`config.mk`:
```
export PLATFORM = sky130hd
export DESIGN_NAME = lew_cell
export DESIGN_NICKNAME = d
export VERILOG_FILES = /design/src/hw/rtl/lew_pkg.sv /design/src/hw/rtl/lew_cell.sv
export SDC_FILE = /design/constraint.sdc
export NUM_CORES = 1
export LEC_CHECK = 0
export BUFFER_PORTS_ARGS = -buffer_cell sky130_fd_sc_hd__buf_2
export CAP_MARGIN = 5
export CORE_ASPECT_RATIO = 2
export CORE_MARGIN = 3
export CORE_UTILIZATION = 35
export CTS_CLUSTER_SIZE = 30
export DETAILED_ROUTE_END_ITERATION = 10
export HOLD_SLACK_MARGIN = 0.06
export MAX_ROUTING_LAYER = met4
export PLACE_DENSITY = 0.71
export RECOVER_POWER = 50
export SLEW_MARGIN = 5
export SYNTH_ARGS = -nofsm -noshare
export SYNTH_HDL_FRONTEND = slang
export SYNTH_SLANG_ARGS = --single-unit
```
`constraint.sdc`:
```
create_clock -name clk -period 4.2 [get_ports clk]
set_input_delay 0 -clock clk [delete_from_list [all_inputs] [get_ports clk]]
set_output_delay 0 -clock clk [all_outputs]
set_load 0.01 [all_outputs]
```
`src/hw/rtl/lew_pkg.sv`:
```
`timescale 1ns / 1ps
package lew_pkg;

  localparam int MAX_WIDTH_DEF  = 1024;
  localparam int MAX_HEIGHT_DEF = 1024;

  localparam int PIX_W      = 8;
  localparam int DIM_W      = 11;
  localparam int CFG_IDX_W  = 2;
  localparam int CFG_DATA_W = 11;

  // register indexes on the config port
  localparam logic [CFG_IDX_W-1:0] REG_FRAME_WIDTH  = 2'd0;
  localparam logic [CFG_IDX_W-1:0] REG_FRAME_HEIGHT = 2'd1;
  localparam logic [CFG_IDX_W-1:0] REG_GAIN         = 2'd2;
  localparam logic [CFG_IDX_W-1:0] REG_THRESHOLD    = 2'd3;

  // item kinds on in_tuser
  localparam logic FUNC_PIXEL = 1'b0;
  localparam logic FUNC_DRAIN = 1'b1;

  localparam logic [DIM_W-1:0] FRAME_WIDTH_RST  = 11'd640;
  localparam logic [DIM_W-1:0] FRAME_HEIGHT_RST = 11'd480;
  localparam logic [PIX_W-1:0] GAIN_RST         = 8'd255;
  localparam logic [PIX_W-1:0] THRESHOLD_RST    = 8'd128;
  localparam logic [PIX_W-1:0] PIX_MAX          = 8'hFF;

  // luma = (30R + 59G + 11B) / 100, divide done as multiply by 2^19/100 rounded up
  localparam int LUMA_COEF_R = 30;
  localparam int LUMA_COEF_G = 59;
  localparam int LUMA_COEF_B = 11;
  localparam int LUMA_SUM_W  = 15;
  localparam int LUMA_RECIP  = 5243;
  localparam int LUMA_RCP_W  = 13;
  localparam int LUMA_SHIFT  = 19;
  localparam int LUMA_PROD_W = LUMA_SUM_W + LUMA_RCP_W;

  localparam int NUM_CELLS   = 3;
  localparam int CENTRE_CELL = 1;
  localparam int NSUM_W      = 10;
  localparam int EMAG_W      = 11;
  localparam int EDGE_W      = EMAG_W + 1;
  localparam int PE_W        = EMAG_W + PIX_W;
  localparam int PL_W        = 2 * PIX_W;

  // 255 * 255: any product at or above this scales to 255 or more
  localparam logic [PE_W-1:0] SAT_PROD = 19'd65025;

  typedef struct packed {
    logic [PIX_W-1:0] bot;
    logic [PIX_W-1:0] mid;
    logic [PIX_W-1:0] top;
  } col_t;

  typedef struct packed {
    logic col;
    logic top;
    logic mid;
    logic bot;
  } cell_en_t;

  typedef struct packed {
    logic ox_nz;
    logic ox_last;
    logic oy_nz;
    logic oy_last;
  } pos_t;

  typedef struct packed {
    logic ox_nz;
    logic last;
  } out_tag_t;

  typedef struct packed {
    logic [PIX_W-1:0] luma;
    logic [PIX_W-1:0] centre;
    logic [PIX_W-1:0] above;
  } line_t;

  function automatic logic [LUMA_SUM_W-1:0] luma_sum(input logic [PIX_W-1:0] r,
                                                     input logic [PIX_W-1:0] g,
                                                     input logic [PIX_W-1:0] b);
    logic [LUMA_SUM_W-1:0] s;
    s = LUMA_SUM_W'(r) * LUMA_SUM_W'(LUMA_COEF_R)
      + LUMA_SUM_W'(g) * LUMA_SUM_W'(LUMA_COEF_G)
      + LUMA_SUM_W'(b) * LUMA_SUM_W'(LUMA_COEF_B);
    return s;
  endfunction

  function automatic logic [PIX_W-1:0] luma_div100(input logic [LUMA_SUM_W-1:0] s);
    logic [LUMA_PROD_W-1:0] p;
    p = LUMA_PROD_W'(s) * LUMA_PROD_W'(LUMA_RECIP);
    return p[LUMA_SHIFT +: PIX_W];
  endfunction

  // floor(x / 255), exact for x up to 255 * 255
  function automatic logic [PIX_W-1:0] div255(input logic [PL_W-1:0] x);
    logic [PL_W:0] t;
    t = (PL_W+1)'(x) + (PL_W+1)'(x[PL_W-1:PIX_W]) + (PL_W+1)'(1);
    return t[PL_W-1:PIX_W];
  endfunction

endpackage

```
`src/hw/rtl/lew_cell.sv`:
```
`timescale 1ns / 1ps
module lew_cell (
  input  logic                         clk,
  input  logic                         shift_en,
  input  lew_pkg::col_t                col_in,
  input  lew_pkg::cell_en_t            en,
  output lew_pkg::col_t                col_q,
  output logic [lew_pkg::NSUM_W-1:0]   nb_sum
);

  lew_pkg::col_t col_r;

  always_ff @(posedge clk) begin
    if (shift_en) begin
      col_r <= col_in;
    end
  end

  assign col_q = col_r;

  // neighbor contribution of this window column, out-of-frame taps and the window centre masked
  always_comb begin
    nb_sum = '0;
    if (en.col) begin
      nb_sum = (en.top ? lew_pkg::NSUM_W'(col_r.top) : '0)
             + (en.mid ? lew_pkg::NSUM_W'(col_r.mid) : '0)
             + (en.bot ? lew_pkg::NSUM_W'(col_r.bot) : '0);
    end
  end

endmodule

```
Yosys cells after proc, flatten, opt, wreduce, memory -nomap -nowiden --
Cells that the tools add are included.
Operators by class: $add $sub $neg 2, mux-type cells 4
Operators by type and width (number):
- 8-bit 2-to-1 mux | 3
- 9-bit by 8-bit adder with 10-bit output | 1
- 10-bit 2-to-1 mux | 1
- 8-bit by 8-bit adder with 9-bit output | 1
Word-level totals: register bits after elaboration 24, input port bits 30

Logic depth before layout (Yosys ltp) --
depth in word-level cells 4, mapped depth 9

Worst setup path after synthesis --
OpenSTA, ideal clock, no wires.
kind register to output, start point register col_r, in the netlist col_q[1], end point output nb_sum[7] in the netlist's numbering, arrival time 2.526 ns, required time 4.200 ns, path slack 1.674 ns, stages on the path, launching flop included 9, buffers on the path 0, path through edfxtp_1 > and2_1 > fa_1 > ha_1 > fa_1 > a21o_1 > a31oi_1 > mux2_1 > o311ai_1
On the way: longest elaborated chain between the ends 4
RTL lines:
- start, declared | line lew_cell.sv:11 | lew_pkg::col_t col_r;
- start signal, assigned | line lew_cell.sv:15 | col_r <= col_in;
- 8-bit 2-to-1 mux | line lew_cell.sv:25 | nb_sum = (en.top ? lew_pkg::NSUM_W'(col_r.top) : '0)
- 8-bit by 8-bit adder with 9-bit output | line lew_cell.sv:26 | + (en.mid ? lew_pkg::NSUM_W'(col_r.mid) : '0)
- 9-bit by 8-bit adder with 10-bit output | line lew_cell.sv:27 | + (en.bot ? lew_pkg::NSUM_W'(col_r.bot) : '0);
- 10-bit 2-to-1 mux | line lew_cell.sv:24 | if (en.col) begin
- end, declared | line lew_cell.sv:8 | output logic [lew_pkg::NSUM_W-1:0] nb_sum
Every way passes these cells.

Worst setup path in the final report --
Ends and elaborated chain as after synthesis.

==> flow_summary.ini <==
[global_route]
grt_first_pass_wirelength_mm = 5.471
first_global_vias = 1330
grt_start_max_net_pins = 25
grt_util_all_layers = 0.1551
global_route.overflow_total = 0
antenna_found_initial = 0

[finish]
final_common_cell = buf_2
largest_reg_flops = 24
sequential_cell_area_sq_um = 720.7
final_cell_mix = 62 x buf_2, 24 x edfxtp_1, 24 x dlygate4sd3_1
syn_to_final_growth_pct = 47.51
antenna-diode-count = 0
finalNetCount = 250
multiInputGateArea_sq_um = 609.3
finalNonFillerCells = 252
fraction_of_final_layout_cells_with_drive_strength_greater_than_1 = 0.3251
filler_cell_count = 341

[yosys]
synth-seq-cells = 24
synth_area_per_cell_sq_um = 12.24
netlist_instances = 113
count_of_cell_types_in_the_netlist = 26
netlist_area_sq_mm = 0.001383
number_of_synthesis_warnings = 0
mappedNetlistNets = 159
yosys_most_used_dff = edfxtp_1
asyncSetResetFlopFracSynth = 0
synth_sequential_area_ratio = 0.5213
synth_enable_flop_cells = 24

[pwr]
total_leakage_power_uw = 0.0009963
power-per-cell-area_mw_per_mm2 = 309.5
irDropWorstVdd_v = 0.0002508

[floorplanning]
dieHeight_um = 94.89
initial_utilization = 0.3713
pin_count = 64
fp.coreArea_sq_mm = 0.003724
rows = 31
floorplan.die.width_um = 50.44
die_area_sq_mm = 0.004786

[worst_hold_path]
hold_path_class = in -> out
holdPathStages = 3

[timing]
setup-violations-final = 0
maxSlewViolCount = 0
max_slew.worst_pin.slew_ns = 1.256
hold_viol_final = 0
slew_headroom = 0.1627
fmax_ghz = 0.3322
totalNegativeSetupSlack_ns = 0
min_period_ns = 3.011
fin_crit_sh = 0.7168
grt_setup_unrepaired = no
hold_ws_ns = 0.4350

[clock_tree]
tritoncts = built
cts-buffers-inserted = 3
clk_buf_depth = 2
post-cts-setup-buffers = 0
root_buffer = clkbuf_8
htree_levels = 1
cts_sinks = 24
clk_transition_reported_paths_ns = 0.08
cts_hold_buf = 24
cts_repair_resize_count = 0

[placement]
post-dp-hpwl_mm = 2.479
gp_congestion = 0.7532
buffer_ports.inserted = 63
post-place-cells = 224

[drt]
number_of_drc_markers_after_the_initial_detailed_route_iteration = 10
avgRoutedWirePerCell_um = 13.29
routed-via-count = 1167
drc_errors = 0
drt-total-wl_mm = 3.350
firstDrtPassIters = 4
post_drt_via_cell_ratio = 4.631
antenna_violating_nets_left = 0

[critical_path]
worstSetupPathType = reg -> out
worstSetupStartpointType = flop
cp.required_ns = 4.20
worst_setup_path_end_kind = output pin
crit_path_max_fanout = 2
cp.arrival_ns = 3.01

[outcome]
run_status = complete, no violations

[run]
cap_viol_max_count = 0
critical path: stages (launching register included):
cell and delay (ns):
edfxtp_1 0.39, and2_1 0.19, fa_1 0.47, ha_1 0.24, fa_1 0.40, a21o_1 0.21, a31oi_1 0.25, mux2_1 0.35
o311ai_1 0.07, buf_2 0.17
through the flow:
stage          utilization  instance area (sq um)  setup slack (ns)  total power [uW]
3_3_place_gp        0.4714                   1755             1.535             484.4
4_1_cts             0.5481                   2041             1.182             638.2
2_1_floorplan            -                   1383             1.674             414.1
6_report            0.5477                   2039             1.189             631.3
3_5_place_dp        0.4714                   1755             1.481             488.6
5_1_grt             0.5477                   2039             1.043             671.6
power by group:
group          internal (uW)  switching (uW)  leakage, uW  total, uW
Combinational           97.2             108     0.000738        205
Clock                   65.2            67.6    0.0000231        133
Sequential               285            8.03     0.000235        293
synthesized netlist by cell type, types with 2 or more instances:
| cell type | count | area share |
|---|---|---|
| a31oi_1 | 2 | 0.0090 |
| a21oi_1 | 3 | 0.011 |
| nand2_1 | 21 | 0.057 |
| edfxtp_1 | 24 | 0.52 |
| nand3_1 | 3 | 0.011 |
| inv_1 | 13 | 0.035 |
| a21o_1 | 3 | 0.016 |
| and2_1 | 11 | 0.050 |
| ha_1 | 7 | 0.063 |
| fa_1 | 9 | 0.13 |
| xor2_1 | 2 | 0.013 |
final timing paths:
| path | start | endpoint | slack (ns) |
|---|---|---|---|
| hold / removal | en[3] | nb_sum[0] | 0.43 |
| setup / recovery | col_q[1] | nb_sum[7] | 1.19 |
layer usage:
layer	up-vias	share of wire	routed length [um]	GRT usage
met2	44	0.58	1937	0.2871
met3	15	0.050	166	0.02686
li1	567	-	-	-
met5	-	0	0	-
met1	541	0.33	1116	0.1461
met4	0	0.039	130	0.08539
logic make-up (layout without fill, tap and decap cells):
logic type / after synthesis / count (layout) / share of synthesized area
AND/OR/NAND/NOR: 41 / 41 / 0.1484
flip-flops: 24 / 24 / 0.5213
adder cells (fa/ha/maj): 16 / 16 / 0.1937
buffers and inverters: 14 / 104 / 0.03801
AO/OA/AOI/OAI: 13 / 13 / 0.06424
XOR/XNOR: 3 / 3 / 0.01901
multiplexers: 2 / 2 / 0.01538
final cells by class:
type,instances,share of cell area
inverters,13,0.02393
repair buffers,87,0.2718
flip-flops and latches,24,0.3534
well taps,49,0.03006
clock inverters,1,0.001840
clock buffers,3,0.02025
multi-input cells,75,0.2988
(Power assumes the default switching activity.)
