==> config.mk <==
export PLATFORM = sky130hd
export DESIGN_NAME = lew_scale_out
export DESIGN_NICKNAME = d
export VERILOG_FILES = /design/src/hw/rtl/lew_pkg.sv /design/src/hw/rtl/lew_scale_out.sv
export SDC_FILE = /design/constraint.sdc
export NUM_CORES = 1
export LEC_CHECK = 0
export ABC_CLOCK_PERIOD_IN_PS = 4900
export BUFFER_PORTS_ARGS = -buffer_cell sky130_fd_sc_hd__buf_2
export CAP_MARGIN = 15
export CORE_AREA = 2 2 192 156
export CTS_CLUSTER_SIZE = 24
export DETAILED_ROUTE_END_ITERATION = 6
export DIE_AREA = 0 0 194 158
export PLACE_DENSITY_LB_ADDON = 0.1
export REMOVE_ABC_BUFFERS = 1
export SLEW_MARGIN = 15
export SYNTH_ARGS = -nofsm -noshare
export SYNTH_HDL_FRONTEND = slang
export SYNTH_SLANG_ARGS = --single-unit
==> constraint.sdc <==
create_clock -name clk -period 4.9 [get_ports clk]
set_input_delay 0.49 -clock clk [delete_from_list [all_inputs] [get_ports clk]]
set_output_delay 0.49 -clock clk [all_outputs]
set_load 0.02 [all_outputs]
==> src/hw/rtl/lew_pkg.sv <==
`timescale 1ns / 1ps
package lew_pkg;

  localparam int MAX_WIDTH_DEF  = 1024;
  localparam int MAX_HEIGHT_DEF = 1024;

  localparam int PIX_W      = 8;
  localparam int DIM_W      = 11;
  localparam int CFG_IDX_W  = 2;
  localparam int CFG_DATA_W = 11;

  // register indexes on the config port
  localparam logic [CFG_IDX_W-1:0] REG_FRAME_WIDTH  = 2'd0;
  localparam logic [CFG_IDX_W-1:0] REG_FRAME_HEIGHT = 2'd1;
  localparam logic [CFG_IDX_W-1:0] REG_GAIN         = 2'd2;
  localparam logic [CFG_IDX_W-1:0] REG_THRESHOLD    = 2'd3;

  // item kinds on in_tuser
  localparam logic FUNC_PIXEL = 1'b0;
  localparam logic FUNC_DRAIN = 1'b1;

  localparam logic [DIM_W-1:0] FRAME_WIDTH_RST  = 11'd640;
  localparam logic [DIM_W-1:0] FRAME_HEIGHT_RST = 11'd480;
  localparam logic [PIX_W-1:0] GAIN_RST         = 8'd255;
  localparam logic [PIX_W-1:0] THRESHOLD_RST    = 8'd128;
  localparam logic [PIX_W-1:0] PIX_MAX          = 8'hFF;

  // luma = (30R + 59G + 11B) / 100, divide done as multiply by 2^19/100 rounded up
  localparam int LUMA_COEF_R = 30;
  localparam int LUMA_COEF_G = 59;
  localparam int LUMA_COEF_B = 11;
  localparam int LUMA_SUM_W  = 15;
  localparam int LUMA_RECIP  = 5243;
  localparam int LUMA_RCP_W  = 13;
  localparam int LUMA_SHIFT  = 19;
  localparam int LUMA_PROD_W = LUMA_SUM_W + LUMA_RCP_W;

  localparam int NUM_CELLS   = 3;
  localparam int CENTRE_CELL = 1;
  localparam int NSUM_W      = 10;
  localparam int EMAG_W      = 11;
  localparam int EDGE_W      = EMAG_W + 1;
  localparam int PE_W        = EMAG_W + PIX_W;
  localparam int PL_W        = 2 * PIX_W;

  // 255 * 255: any product at or above this scales to 255 or more
  localparam logic [PE_W-1:0] SAT_PROD = 19'd65025;

  typedef struct packed {
    logic [PIX_W-1:0] bot;
    logic [PIX_W-1:0] mid;
    logic [PIX_W-1:0] top;
  } col_t;

  typedef struct packed {
    logic col;
    logic top;
    logic mid;
    logic bot;
  } cell_en_t;

  typedef struct packed {
    logic ox_nz;
    logic ox_last;
    logic oy_nz;
    logic oy_last;
  } pos_t;

  typedef struct packed {
    logic ox_nz;
    logic last;
  } out_tag_t;

  typedef struct packed {
    logic [PIX_W-1:0] luma;
    logic [PIX_W-1:0] centre;
    logic [PIX_W-1:0] above;
  } line_t;

  function automatic logic [LUMA_SUM_W-1:0] luma_sum(input logic [PIX_W-1:0] r,
                                                     input logic [PIX_W-1:0] g,
                                                     input logic [PIX_W-1:0] b);
    logic [LUMA_SUM_W-1:0] s;
    s = LUMA_SUM_W'(r) * LUMA_SUM_W'(LUMA_COEF_R)
      + LUMA_SUM_W'(g) * LUMA_SUM_W'(LUMA_COEF_G)
      + LUMA_SUM_W'(b) * LUMA_SUM_W'(LUMA_COEF_B);
    return s;
  endfunction

  function automatic logic [PIX_W-1:0] luma_div100(input logic [LUMA_SUM_W-1:0] s);
    logic [LUMA_PROD_W-1:0] p;
    p = LUMA_PROD_W'(s) * LUMA_PROD_W'(LUMA_RECIP);
    return p[LUMA_SHIFT +: PIX_W];
  endfunction

  // floor(x / 255), exact for x up to 255 * 255
  function automatic logic [PIX_W-1:0] div255(input logic [PL_W-1:0] x);
    logic [PL_W:0] t;
    t = (PL_W+1)'(x) + (PL_W+1)'(x[PL_W-1:PIX_W]) + (PL_W+1)'(1);
    return t[PL_W-1:PIX_W];
  endfunction

endpackage

==> src/hw/rtl/lew_scale_out.sv <==
`timescale 1ns / 1ps
module lew_scale_out (
  input  logic                          clk,
  input  logic                          rst_n,
  input  logic                          s_valid,
  output logic                          s_ready,
  input  logic [lew_pkg::EMAG_W-1:0]    s_edge,
  input  logic [lew_pkg::PIX_W-1:0]     s_luma,
  input  lew_pkg::out_tag_t             s_tag,
  input  logic [lew_pkg::PIX_W-1:0]     gain,
  input  logic [lew_pkg::PIX_W-1:0]     threshold,
  output logic                          m_valid,
  input  logic                          m_ready,
  output logic [4*lew_pkg::PIX_W-1:0]   m_data,
  output logic                          m_last
);

  logic                          v3_r, v4_r, ov_r;
  logic                          ready3, ready4, ready_o;
  logic [lew_pkg::EMAG_W-1:0]    e3_r;
  logic [lew_pkg::PIX_W-1:0]     l3_r;
  lew_pkg::out_tag_t             t3_r, t4_r;
  logic [lew_pkg::PE_W-1:0]      pe4_r;
  logic [lew_pkg::PL_W-1:0]      pl4_r;
  logic [lew_pkg::PIX_W-1:0]     se, sl, rg;
  logic [lew_pkg::PIX_W-1:0]     rg_r, sl_r;
  logic                          last_r;

  assign ready_o = !ov_r || m_ready;
  assign ready4  = !v4_r || ready_o;
  assign ready3  = !v3_r || ready4;
  assign s_ready = ready3;

  always_ff @(posedge clk) begin
    if (!rst_n) begin
      v3_r <= 1'b0;
      v4_r <= 1'b0;
      ov_r <= 1'b0;
    end else begin
      if (ready3) begin
        v3_r <= s_valid;
      end
      if (ready4) begin
        v4_r <= v3_r;
      end
      if (ready_o) begin
        ov_r <= v4_r;
      end
    end
  end

  always_comb begin
    se = (pe4_r >= lew_pkg::SAT_PROD) ? lew_pkg::PIX_MAX
                                      : lew_pkg::div255(pe4_r[lew_pkg::PL_W-1:0]);
    sl = lew_pkg::div255(pl4_r);
    rg = (se > threshold && t4_r.ox_nz) ? lew_pkg::PIX_MAX : sl;
  end

  always_ff @(posedge clk) begin
    if (ready3 && s_valid) begin
      e3_r <= s_edge;
      l3_r <= s_luma;
      t3_r <= s_tag;
    end
    if (ready4 && v3_r) begin
      pe4_r <= lew_pkg::PE_W'(e3_r) * lew_pkg::PE_W'(gain);
      pl4_r <= lew_pkg::PL_W'(l3_r) * lew_pkg::PL_W'(gain);
      t4_r  <= t3_r;
    end
    if (ready_o && v4_r) begin
      rg_r   <= rg;
      sl_r   <= sl;
      last_r <= t4_r.last;
    end
  end

  assign m_valid = ov_r;
  assign m_data  = {lew_pkg::PIX_MAX, sl_r, rg_r, rg_r};
  assign m_last  = last_r;

endmodule

=== After elaboration in Yosys (flattened, before gate mapping) ===
Index checks and enable logic that the tools add are counted.

* Register bits: 78
* Output and inout bits: 35

* Add/subtract/negate cells: 4
* $mul: 2
* Order comparisons: 2
* Multiplexer cells: 1
* Reduce and logical (&&, ||, !) cells: 10

{| class="wikitable"
|+ Operator list
! cell !! number
|-
| $add 16x1->16 const B || 2
|-
| $add 16x8->16 || 2
|-
| $ge 19x16->1 const B || 1
|-
| $mul 11x8->19 || 1
|-
| $mul 8x8->16 || 1
|-
| $gt 8x8->1 || 1
|-
| $mux 8 || 1
|-
| $logic_and 1x1->1 || 4
|-
| $logic_not 1->1 || 3
|-
| $logic_or 1x1->1 || 3
|}

=== Longest topological paths before layout ===
Gate-level depths: netlist of run 1.

* Depth in word-level cells: 5
* Depth in mapped cells: 16

=== Worst setup path before layout of run 1 ===
Ideal clock, no wire load.

* Kind: input port to flip-flop
* Start point: input port gain[7] (netlist name)
* End point: register pe4_r[17] (netlist name) (data pin)
* Setup time: 265 ps
* Arrival: 4238 ps
* Required time: 4635 ps
* Path slack: 397 ps
* Stages: 14
* Buffers on the path: 1
* Cell sequence: clkbuf_1 and2_1 fa_1 fa_1 fa_1 inv_1 fa_1 inv_1 ha_1 or2_2 or3_1 o22ai_2 o21ai_0 xor2_1

* Cells in the longest elaborated chain, start to end: 1

{| class="wikitable"
|+ Ends and longest elaborated chain
! what !! line !! RTL
|-
| start: declaration || lew_scale_out.sv:10 || <nowiki>input logic [lew_pkg::PIX_W-1:0] gain,</nowiki>
|-
| $mul 11x8->19 || lew_scale_out.sv:66 || <nowiki>pe4_r <= lew_pkg::PE_W'(e3_r) * lew_pkg::PE_W'(gain);</nowiki>
|-
| end signal: assignment || lew_scale_out.sv:66 ||
|-
| end: declaration || lew_scale_out.sv:23 || <nowiki>logic [lew_pkg::PE_W-1:0] pe4_r;</nowiki>
|}

No other way between the ends.
A chain may end at the register's enable or synchronous reset.

=== Final worst setup path of run 1 ===
* Start point: register e3_r[1] (netlist name)
* End point: register pe4_r[17] (netlist name) (data pin)

* Cells in the longest elaborated chain, start to end: 1

{| class="wikitable"
|+ Ends and longest elaborated chain
! what !! line !! RTL
|-
| start: declaration || lew_scale_out.sv:20 || <nowiki>logic [lew_pkg::EMAG_W-1:0] e3_r;</nowiki>
|-
| start signal: assignment || lew_scale_out.sv:61 || <nowiki>e3_r <= s_edge;</nowiki>
|-
| $mul 11x8->19 || lew_scale_out.sv:66 ||
|}

No other way between the ends.

==> results.json, run 1 <==
{
  "ys_types": 57,
  "grt_max_degree": 38,
  "hold_start": "s_luma[7]",
  "rrSetupSlack_ns": 0.25,
  "place_congestion": 0.741,
  "num_rows": 56,
  "arrival_ns": 4.76,
  "insertion_delay_ns": 0.36,
  "rsz0062_at_grt": "false",
  "first_pass_iters": 4,
  "core_area_um2": 28900,
  "die_h_um": 158,
  "setup_violations": 0,
  "tritoncts": "yes",
  "critPathCaptureType": "register",
  "synth_compound_area_share_pct": 8.04,
  "yosys.area_share.xor_xnor_pct": 2.87,
  "power_density_nw_per_um2": 480,
  "root_buffer": "clkbuf_16",
  "dr.first_iter.drc_count": 214,
  "seq_area_frac_synth_pct": 27.1,
  "r2r_end": "pe4_r[17]",
  "ys_seq_elements": 78,
  "min_path_type": "input pin to register",
  "final.min_clock_period_ns": 4.65,
  "clk_pin_slew_ns": 0.07,
  "die-area_um2": 30700,
  "pin_count": 76,
  "cp_max_fo": 8,
  "whs_ns": 0.306,
  "total_power_mw": 4.68,
  "grt_pass1_wl_um": 30700,
  "ys_top_cells_by_area": "edfxtp_1 (26%), fa_1 (21%), ha_1 (14%), and2_1 (8.7%), inv_1 (6.8%)",
  "wire_per_inst_um": 14.2,
  "crit_type": "register to register",
  "yosys_warnings": 0,
  "synth_top_family_by_area": "adder cells",
  "required_ns": 5.01,
  "clock-sinks": 78,
  "fin_tns_setup_ns": 0,
  "synthesis.instances": 848,
  "grt_usage_pct": 12.8,
  "min_to": "l3_r[7]",
  "finalClockSkew_ns": 0.00676,
  "ir_drop_uv": 268,
  "synth_area_um2": 8530,
  "antenna_found_initial": 0,
  "finalNetCount": 1165,
  "cp-start-kind": "register",
  "diodes": 0,
  "post_drt_via_cell_ratio": 4.37,
  "cts_buffers": 9,
  "postCtsHoldBufs": 0,
  "reg2reg_from": "e3_r[1]",
  "async_reset_ff_share_pct": 0,
  "syn_to_final_growth_pct": 14.3,
  "ant_nets": 0,
  "synth.area.mux_share_pct": 0.352,
  "synthSimpleGateAreaFrac_pct": 17.5,
  "leakage_nw": 4.50,
  "port_buffers": 67,
  "vias": 5769,
  "final_area_um2": 9750,
  "synth_edf_count": 75,
  "grt_overflow": 0,
  "grt_pass1_vias": 5625,
  "fin_crit_sh_pct": 94.9,
  "synth-main-ff-cell": "edfxtp_1",
  "wirelength_um": 18700,
  "slew_violations": 0,
  "max_freq_mhz": 215,
  "hold_viol": 0,
  "start_util_pct": 29.6,
  "die_w_um": 194,
  "post-synth-top-area-fraction_pct": 26.4,
  "max_slew_margin_pct": 39.5,
  "drc": 0,
  "tightest_slew_ns": 0.907,
  "max_cap_violations": 0,
  "yosys.area.top_type": "edfxtp_1",
  "postPlaceCellArea_um2": 9390,
  "post-dp-hpwl_um": 15300,
  "clock_path_buffers": 2,
  "worstHoldPathCells": 1,
  "htreeDepth": 3,
  "drive_gt1_share_pct": 14.1,
  "status": "complete, no violations",
  "synth_fa_ha_area_share_pct": 35.3,
  "ff2ff_path_depth": 13,
  "syn_area_per_cell_um2": 10.1
}
==> report_power, final <==
group	switching [mW]	internal [mW]	total [mW]	leakage (nW)
registers	0.136	1.01	1.15	0.730
clock network	0.306	0.349	0.654	0.134
logic	1.63	1.25	2.88	3.63
==> flip-flops by register name (all words and copies together) (netlist names) <==
register and count:
v4_r 1, rg_r 8, m_last 1, pe4_r 19, pl4_r 16, t3_r 2
l3_r 8, e3_r 11, sl_r 8, m_valid 1, v3_r 1, t4_r 2
==> how the worst max path moves through the flow <==
stage | slack, ns | endpoint | from | depth (start not counted)
2_1_floorplan | 0.53 | pe4_r[18] | gain[7] | 13
3_3_place_gp | 0.04 | pl4_r[15] | gain[7] | 16
3_5_place_dp | -0.05 | pe4_r[14] | gain[6] | 14
4_1_cts | 0.08 | pe4_r[14] | e3_r[1] | 13
5_1_grt | 0.002 | pe4_r[17] | e3_r[1] | 13
6_report | 0.25 | pe4_r[17] | e3_r[1] | 13
==> layer usage <==
layer	track usage, %	wire length (um)
met3	2.32	611
met4	3.25	172
met1	20.2	10700
met2	17.8	7230
met5	0	0
==> per-stage QoR <==
step | worst slack [ns] | util, % | cells
2_1_floorplan | 0.530 | - | 830
3_3_place_gp | 0.0429 | 32.5 | 1296
3_5_place_dp | -0.0532 | 32.5 | 1296
4_1_cts | 0.0793 | 33.5 | 1312
5_1_grt | 0.00234 | 33.8 | 1319
6_report | 0.249 | 33.8 | 1319
==> critical path, stage by stage, from the launching register on <==
cell	delay, ns
edfxtp_1	0.56
and2_1	0.26
fa_1	0.50
fa_1	0.53
fa_1	0.55
inv_1	0.06
fa_1	0.54
inv_1	0.04
ha_1	0.22
or2_2	0.33
or3_1	0.36
o22ai_4	0.16
o21ai_0	0.14
xor2_1	0.16
==> placed cells by master, fill, tap and decap left out, types with 21 or more instances in the layout <==
cell type	instances
o21ai_0	21
buf_2	67
inv_1	155
edfxtp_1	75
and2_1	118
nor2_1	23
ha_1	97
buf_4	29
fa_1	90
nand2_1	56
==> what timing repair did <==
action                     CTS  global route
setup buffers                0             7
setup endpoints to repair    0             6
gates resized for setup      0             5
==> cell usage after synthesis (5+ instances only) <==
master and count:
inv_1 155, and2_1 118, ha_1 97, fa_1 90
edfxtp_1 75, nand2_1 56, nor2_1 23, o21ai_0 22
a21oi_1 20, nand3_1 17, buf_4 16, xnor2_1 16
xor2_1 12, nor2b_1 9, or3_1 9, clkbuf_1 8
nor3_1 8, o21a_1 7, a31oi_1 6, a211oi_1 5
a21boi_0 5, a21o_1 5
==> cell type report <==
class | count | area, um2
Sequential cell | 78 | 2310
Timing Repair Buffer | 96 | 553
Clock inverter | 7 | 55.1
Multi-Input combinational cell | 597 | 5550
Tap cell | 377 | 472
Fill cell | 3049 | 19100
Clock buffer | 9 | 225
Inverter | 155 | 582
==> logic make-up after synthesis <==
family	after synthesis
simple gates	271
fa+ha+maj	187
buf+inv	180
compound gates	100
flops	78
xor+xnor	28
mux	3
other cells	1
Power figures use the tool's default switching activity.
==> inputs of run 2 (changes only) <==
ABC_CLOCK_PERIOD_IN_PS = 4700   (was 4900)
clock period = 4.7 ns   (was 4.9 ns; I/O delays follow)
==> run 2 against run 1 <==
Against the previous run:
- utilization rose by 1.1 points
- clock power rose by 3%
- worst setup slack got worse by 0.16 ns
- fmax increased by 0.82%
- routed wire length shrank 0.14%
- critical path type unchanged
- highest routed layer unchanged
==> results.json, run 2 (synthesized netlist as in run 1, its figures left out) <==
{
  "min_path_type": "input pin to register",
  "core_area_um2": 28900,
  "cp_max_fo": 8,
  "hold_start": "s_edge[9]",
  "grt_overflow": 0,
  "antenna_found_initial": 0,
  "pin_count": 76,
  "regMostFlops": "pe4_r",
  "rrSetupSlack_ns": 0.09,
  "die-area_um2": 30700,
  "grt_usage_pct": 12.8,
  "start_util_pct": 29.6,
  "setup_violations": 0,
  "p_sw_share_pct": 43.0,
  "cts_buffers": 9,
  "slew_violations": 0,
  "max_freq_mhz": 217,
  "port_buffers": 67,
  "max_slew_margin_pct": 39.5,
  "postCtsHoldBufs": 0,
  "p_seq_share_pct": 22.8,
  "crit_chain": "and2_4 > fa_1 > fa_1 > fa_1 > inv_1 > fa_1 > inv_1 > ha_1 > or2_2 > or3_1 > o22ai_4 > o21ai_0 > xor2_1",
  "post_drt_via_cell_ratio": 4.33,
  "ff2ff_path_depth": 13,
  "reg2reg_from": "e3_r[1]",
  "switchingPower_mw": 2.23,
  "p_int_mw": 2.96,
  "finalNetCount": 1202,
  "top_regs": "pe4_r: 19 flops, pl4_r: 16 flops, e3_r: 11 flops",
  "ir_drop_uv": 259,
  "vias": 5873,
  "max_cap_violations": 0,
  "htreeDepth": 3,
  "p_comb_share_pct": 64.2,
  "critPathCaptureType": "register",
  "wire_per_inst_um": 13.8,
  "place_congestion": 0.755,
  "crit_type": "register to register",
  "insertion_delay_ns": 0.35,
  "ant_nets": 0,
  "drc": 0,
  "layout_common_cells": "inv_1 (155), and2_1 (117), ha_1 (97)",
  "clock_path_buffers": 2,
  "total_power_mw": 5.20,
  "clk_pin_slew_ns": 0.06,
  "leakage_nw": 4.69,
  "die_w_um": 194,
  "arrival_ns": 4.71,
  "r2r_end": "pe4_r[17]",
  "cp-start-kind": "register",
  "final.min_clock_period_ns": 4.61,
  "num_rows": 56,
  "first_pass_iters": 4,
  "slowest_delay_ns": 0.55,
  "tightest_slew_ns": 0.907,
  "post-dp-hpwl_um": 15600,
  "rsz0062_at_grt": "true",
  "largest_register_ff_count": 19,
  "required_ns": 4.79,
  "tritoncts": "yes",
  "diodes": 0,
  "syn_to_final_growth_pct": 18.1,
  "fin_crit_sh_pct": 98.1,
  "clkPwrFrac_pct": 12.9,
  "fillers": 3037,
  "grt_pass1_vias": 5779,
  "grt_pass1_wl_um": 30900,
  "dr.first_iter.drc_count": 202,
  "wirelength_um": 18700,
  "cpMostUsedCell": "fa_1",
  "fin_tns_setup_ns": 0,
  "finalClockSkew_ns": 0.00607,
  "worstHoldPathCells": 1,
  "root_buffer": "clkbuf_16",
  "power_density_nw_per_um2": 516,
  "grt_max_degree": 38,
  "hold_viol": 0,
  "drive_gt1_share_pct": 18.0,
  "status": "complete, no violations",
  "crit_slowest_cell": "edfxtp_1",
  "die_h_um": 158,
  "final_common_cell": "inv_1",
  "clock-sinks": 78,
  "min_to": "e3_r[9]"
}
[run 2: final cells by class]
cell class              count  area [um2]  share of cell area (%)
inverters                 155         582                    5.78
multi-input cells         597        5580                    55.4
flip-flops and latches     78        2310                    23.0
clock inverters             7        55.1                   0.547
repair buffers            133         843                    8.37
well taps                 377         472                    4.68
clock buffers               9         225                    2.24
[run 2: stage by stage]
step | utilization, % | hold WS, ns | worst slack, ns | cells | instance area, um2
floorplan | - | 0.400 | 0.343 | 830 | 8400
global placement | 33.5 | 0.403 | -0.184 | 1330 | 9660
detailed placement | 33.5 | 0.406 | -0.159 | 1330 | 9660
CTS | 34.5 | 0.269 | 0.0146 | 1346 | 9950
global route | 34.9 | 0.275 | -0.0547 | 1356 | 10100
finish | 34.9 | 0.289 | 0.0870 | 1356 | 10100
[run 2: critical path, delay by kind of cell, from the launching register on]
kind                       cells  cell delay [ns]
adders and majority gates      5             2.30
and+or+nand+nor                3             0.91
DFF                            1             0.55
AOI/OAI and AO/OA              2             0.31
xor gates and xnor gates       1             0.18
buffers and inverters          2             0.09
[run 2: worst max-delay path by stage]
stage,startpoint,end,slack [ns],cells past startpoint
floorplan,e3_r[4],pe4_r[18],0.34,13
global placement,gain[7],pe4_r[14],-0.18,14
detailed placement,gain[7],pe4_r[14],-0.16,14
CTS,e3_r[1],pe4_r[13],0.01,13
global route,e3_r[1],pe4_r[17],-0.05,13
finish,e3_r[1],pe4_r[17],0.09,13
[run 2: layer usage]
| layer | global-route usage [%] | vias up | share of wire, % |
|---|---|---|---|
| li1 | - | 3017 | - |
| met2 | 17.7 | 81 | 39 |
| met3 | 2.32 | 11 | 3.2 |
| met4 | 3.10 | 0 | 0.94 |
| met1 | 20.2 | 2764 | 57 |
| met5 | 0 | - | 0 |
[run 2: timing repair]
action                                  CTS  global route
resized for setup                         2            12
buffers inserted                          0            10
hold endpoints to repair                  0             0
pin swaps                                 0             2
endpoints found under the setup margin    2            10
[run 2: power groups by stage]
stage               combinational, mW  clock (mW)  sequential, mW
floorplan                        2.16           0            1.18
global placement                 3.25           0            1.21
detailed placement               3.23           0            1.21
CTS                              3.28       0.704            1.20
global route                     3.86       0.734            1.21
finish                           3.34       0.672            1.19
==> inputs of run 3 (changes only) <==
SETUP_SLACK_MARGIN = 0.15   (was not set)
==> run 3 against run 2 <==
Against the previous run:
- worst hold slack hardly changed
- utilization increased by 1.0 points
- power up 7.2%
- non-clock buffer count increased by 10
- clock power about the same
- fmax increased by 4.7%
- routed wire length rose by 1.7%
- die area did not move
- sequential share of layout area decreased by 0.65 points
- clock skew about the same
- largest cell class unchanged
- largest power group unchanged
- highest routed layer unchanged
==> results.json, run 3 (synthesized netlist as in run 1, its figures left out) <==
{
  "p_comb_share_pct": 66.6,
  "tightest_slew_ns": 0.918,
  "max_slew_margin_pct": 38.8,
  "syn_to_final_growth_pct": 21.5,
  "post-dp-hpwl_um": 15600,
  "switchingPower_mw": 2.37,
  "setup_violations": 0,
  "cp_max_fo": 4,
  "grt_pass1_vias": 5836,
  "final_common_cell": "inv_1",
  "status": "complete, no violations",
  "wirelength_um": 19000,
  "power_density_nw_per_um2": 537,
  "clk_pin_slew_ns": 0.06,
  "min_path_type": "input pin to register",
  "drc": 0,
  "tritoncts": "yes",
  "place_congestion": 0.755,
  "arrival_ns": 4.63,
  "slew_violations": 0,
  "die_h_um": 158,
  "pin_count": 76,
  "post_drt_via_cell_ratio": 4.36,
  "clock-sinks": 78,
  "dr.first_iter.drc_count": 220,
  "max_cap_violations": 0,
  "start_util_pct": 29.6,
  "first_pass_iters": 4,
  "ant_nets": 0,
  "die_w_um": 194,
  "grt_overflow": 0,
  "drive_gt1_share_pct": 23.1,
  "leakage_nw": 4.74,
  "crit_type": "register to register",
  "hold_viol": 0,
  "total_power_mw": 5.57,
  "port_buffers": 67,
  "cts_buffers": 9,
  "top_regs": "pe4_r: 19 flops, pl4_r: 16 flops, e3_r: 11 flops",
  "insertion_delay_ns": 0.35,
  "whs_ns": 0.289,
  "max_freq_mhz": 227,
  "num_rows": 56,
  "rsz0062_at_grt": "true",
  "final.min_clock_period_ns": 4.41,
  "finalNetCount": 1212,
  "diodes": 0,
  "layout_common_cells": "inv_1 (148), and2_1 (114), fa_1 (87)",
  "regMostFlops": "pe4_r",
  "cp-start-kind": "register",
  "p_sw_share_pct": 42.6,
  "wire_per_inst_um": 13.9,
  "htreeDepth": 3,
  "required_ns": 4.92,
  "grt_max_degree": 38,
  "root_buffer": "clkbuf_16",
  "antenna_found_initial": 0,
  "postCtsHoldBufs": 0,
  "fin_tns_setup_ns": 0,
  "clkPwrFrac_pct": 12.1,
  "p_int_mw": 3.20,
  "die-area_um2": 30700,
  "grt_pass1_wl_um": 31200,
  "core_area_um2": 28900,
  "clock_path_buffers": 2,
  "p_seq_share_pct": 21.3,
  "vias": 5957,
  "critPathCaptureType": "register",
  "fin_crit_sh_pct": 93.8,
  "ir_drop_uv": 282,
  "largest_register_ff_count": 19,
  "finalClockSkew_ns": 0.00566,
  "grt_usage_pct": 13.0
}
run 3: cell types whose count changed in the layout (fill, tap and decap cells not counted), sizes merged:
cell,previous run,this run
buf,133,143
run 3: worst paths after layout:
kind	from	endpoint	slack (ns)	cells after the start
setup / recovery	e3_r[6]	pe4_r[14]	0.29	15
hold / removal	s_edge[9]	e3_r[9]	0.29	1
setup reg to reg	e3_r[6]	pe4_r[14]	0.29	15
hold reg to reg	t4_r[0]	m_last	0.42	0
run 3: layer usage:
layer  GRT usage [%]  part of all wire, %  vias up
met3            2.39                  3.4       13
met5               0                    0        -
met1            20.4                   56     2827
met2            17.9                   40       84
met4            3.17                 0.97        0
li1                -                    -     3033
run 3: timing repair:
action | in CTS | in global routing
pin swaps | 6 | 39
gates cloned | 0 | 0
resized for setup | 14 | 52
setup buffers | 11 | 9
endpoints found under the setup margin | 6 | 15
run 3: critical path: stages (launching register included):
cell      delay (ns)
edfxtp_1        0.45
buf_6           0.15
and2_1          0.16
fa_1            0.49
fa_1            0.52
fa_1            0.51
inv_2           0.04
fa_1            0.49
inv_2           0.05
ha_4            0.26
o21ai_2         0.07
a211oi_2        0.28
buf_4           0.17
o31ai_4         0.06
or4b_1          0.52
nand3_2         0.08
run 3: power by group through the flow:
stage	sequential, mW	combinational, mW	clock [mW]
5_1_grt	1.21	4.26	0.734
2_1_floorplan	1.18	2.16	0
6_report	1.19	3.71	0.672
3_3_place_gp	1.21	3.25	0
4_1_cts	1.19	3.40	0.704
3_5_place_dp	1.21	3.23	0
run 3: layout make-up:
cell class / count / area [um2]
fillers: 3016 / 18500
repair buffers: 143 / 937
flip-flops and latches: 78 / 2310
well taps: 377 / 472
clock inverters: 7 / 55.1
inverters: 155 / 582
clock buffers: 9 / 225
multi-input cells: 597 / 5780
run 3: per-stage QoR:
stage	cells	util, %	worst slack (ns)	instance area, um2
after global routing	1366	35.9	0.0801	10400
after detailed placement	1330	33.5	-0.159	9660
final	1366	35.9	0.294	10400
after global placement	1330	33.5	-0.184	9660
after floorplan	830	-	0.343	8400
after CTS	1357	34.9	0.121	10100
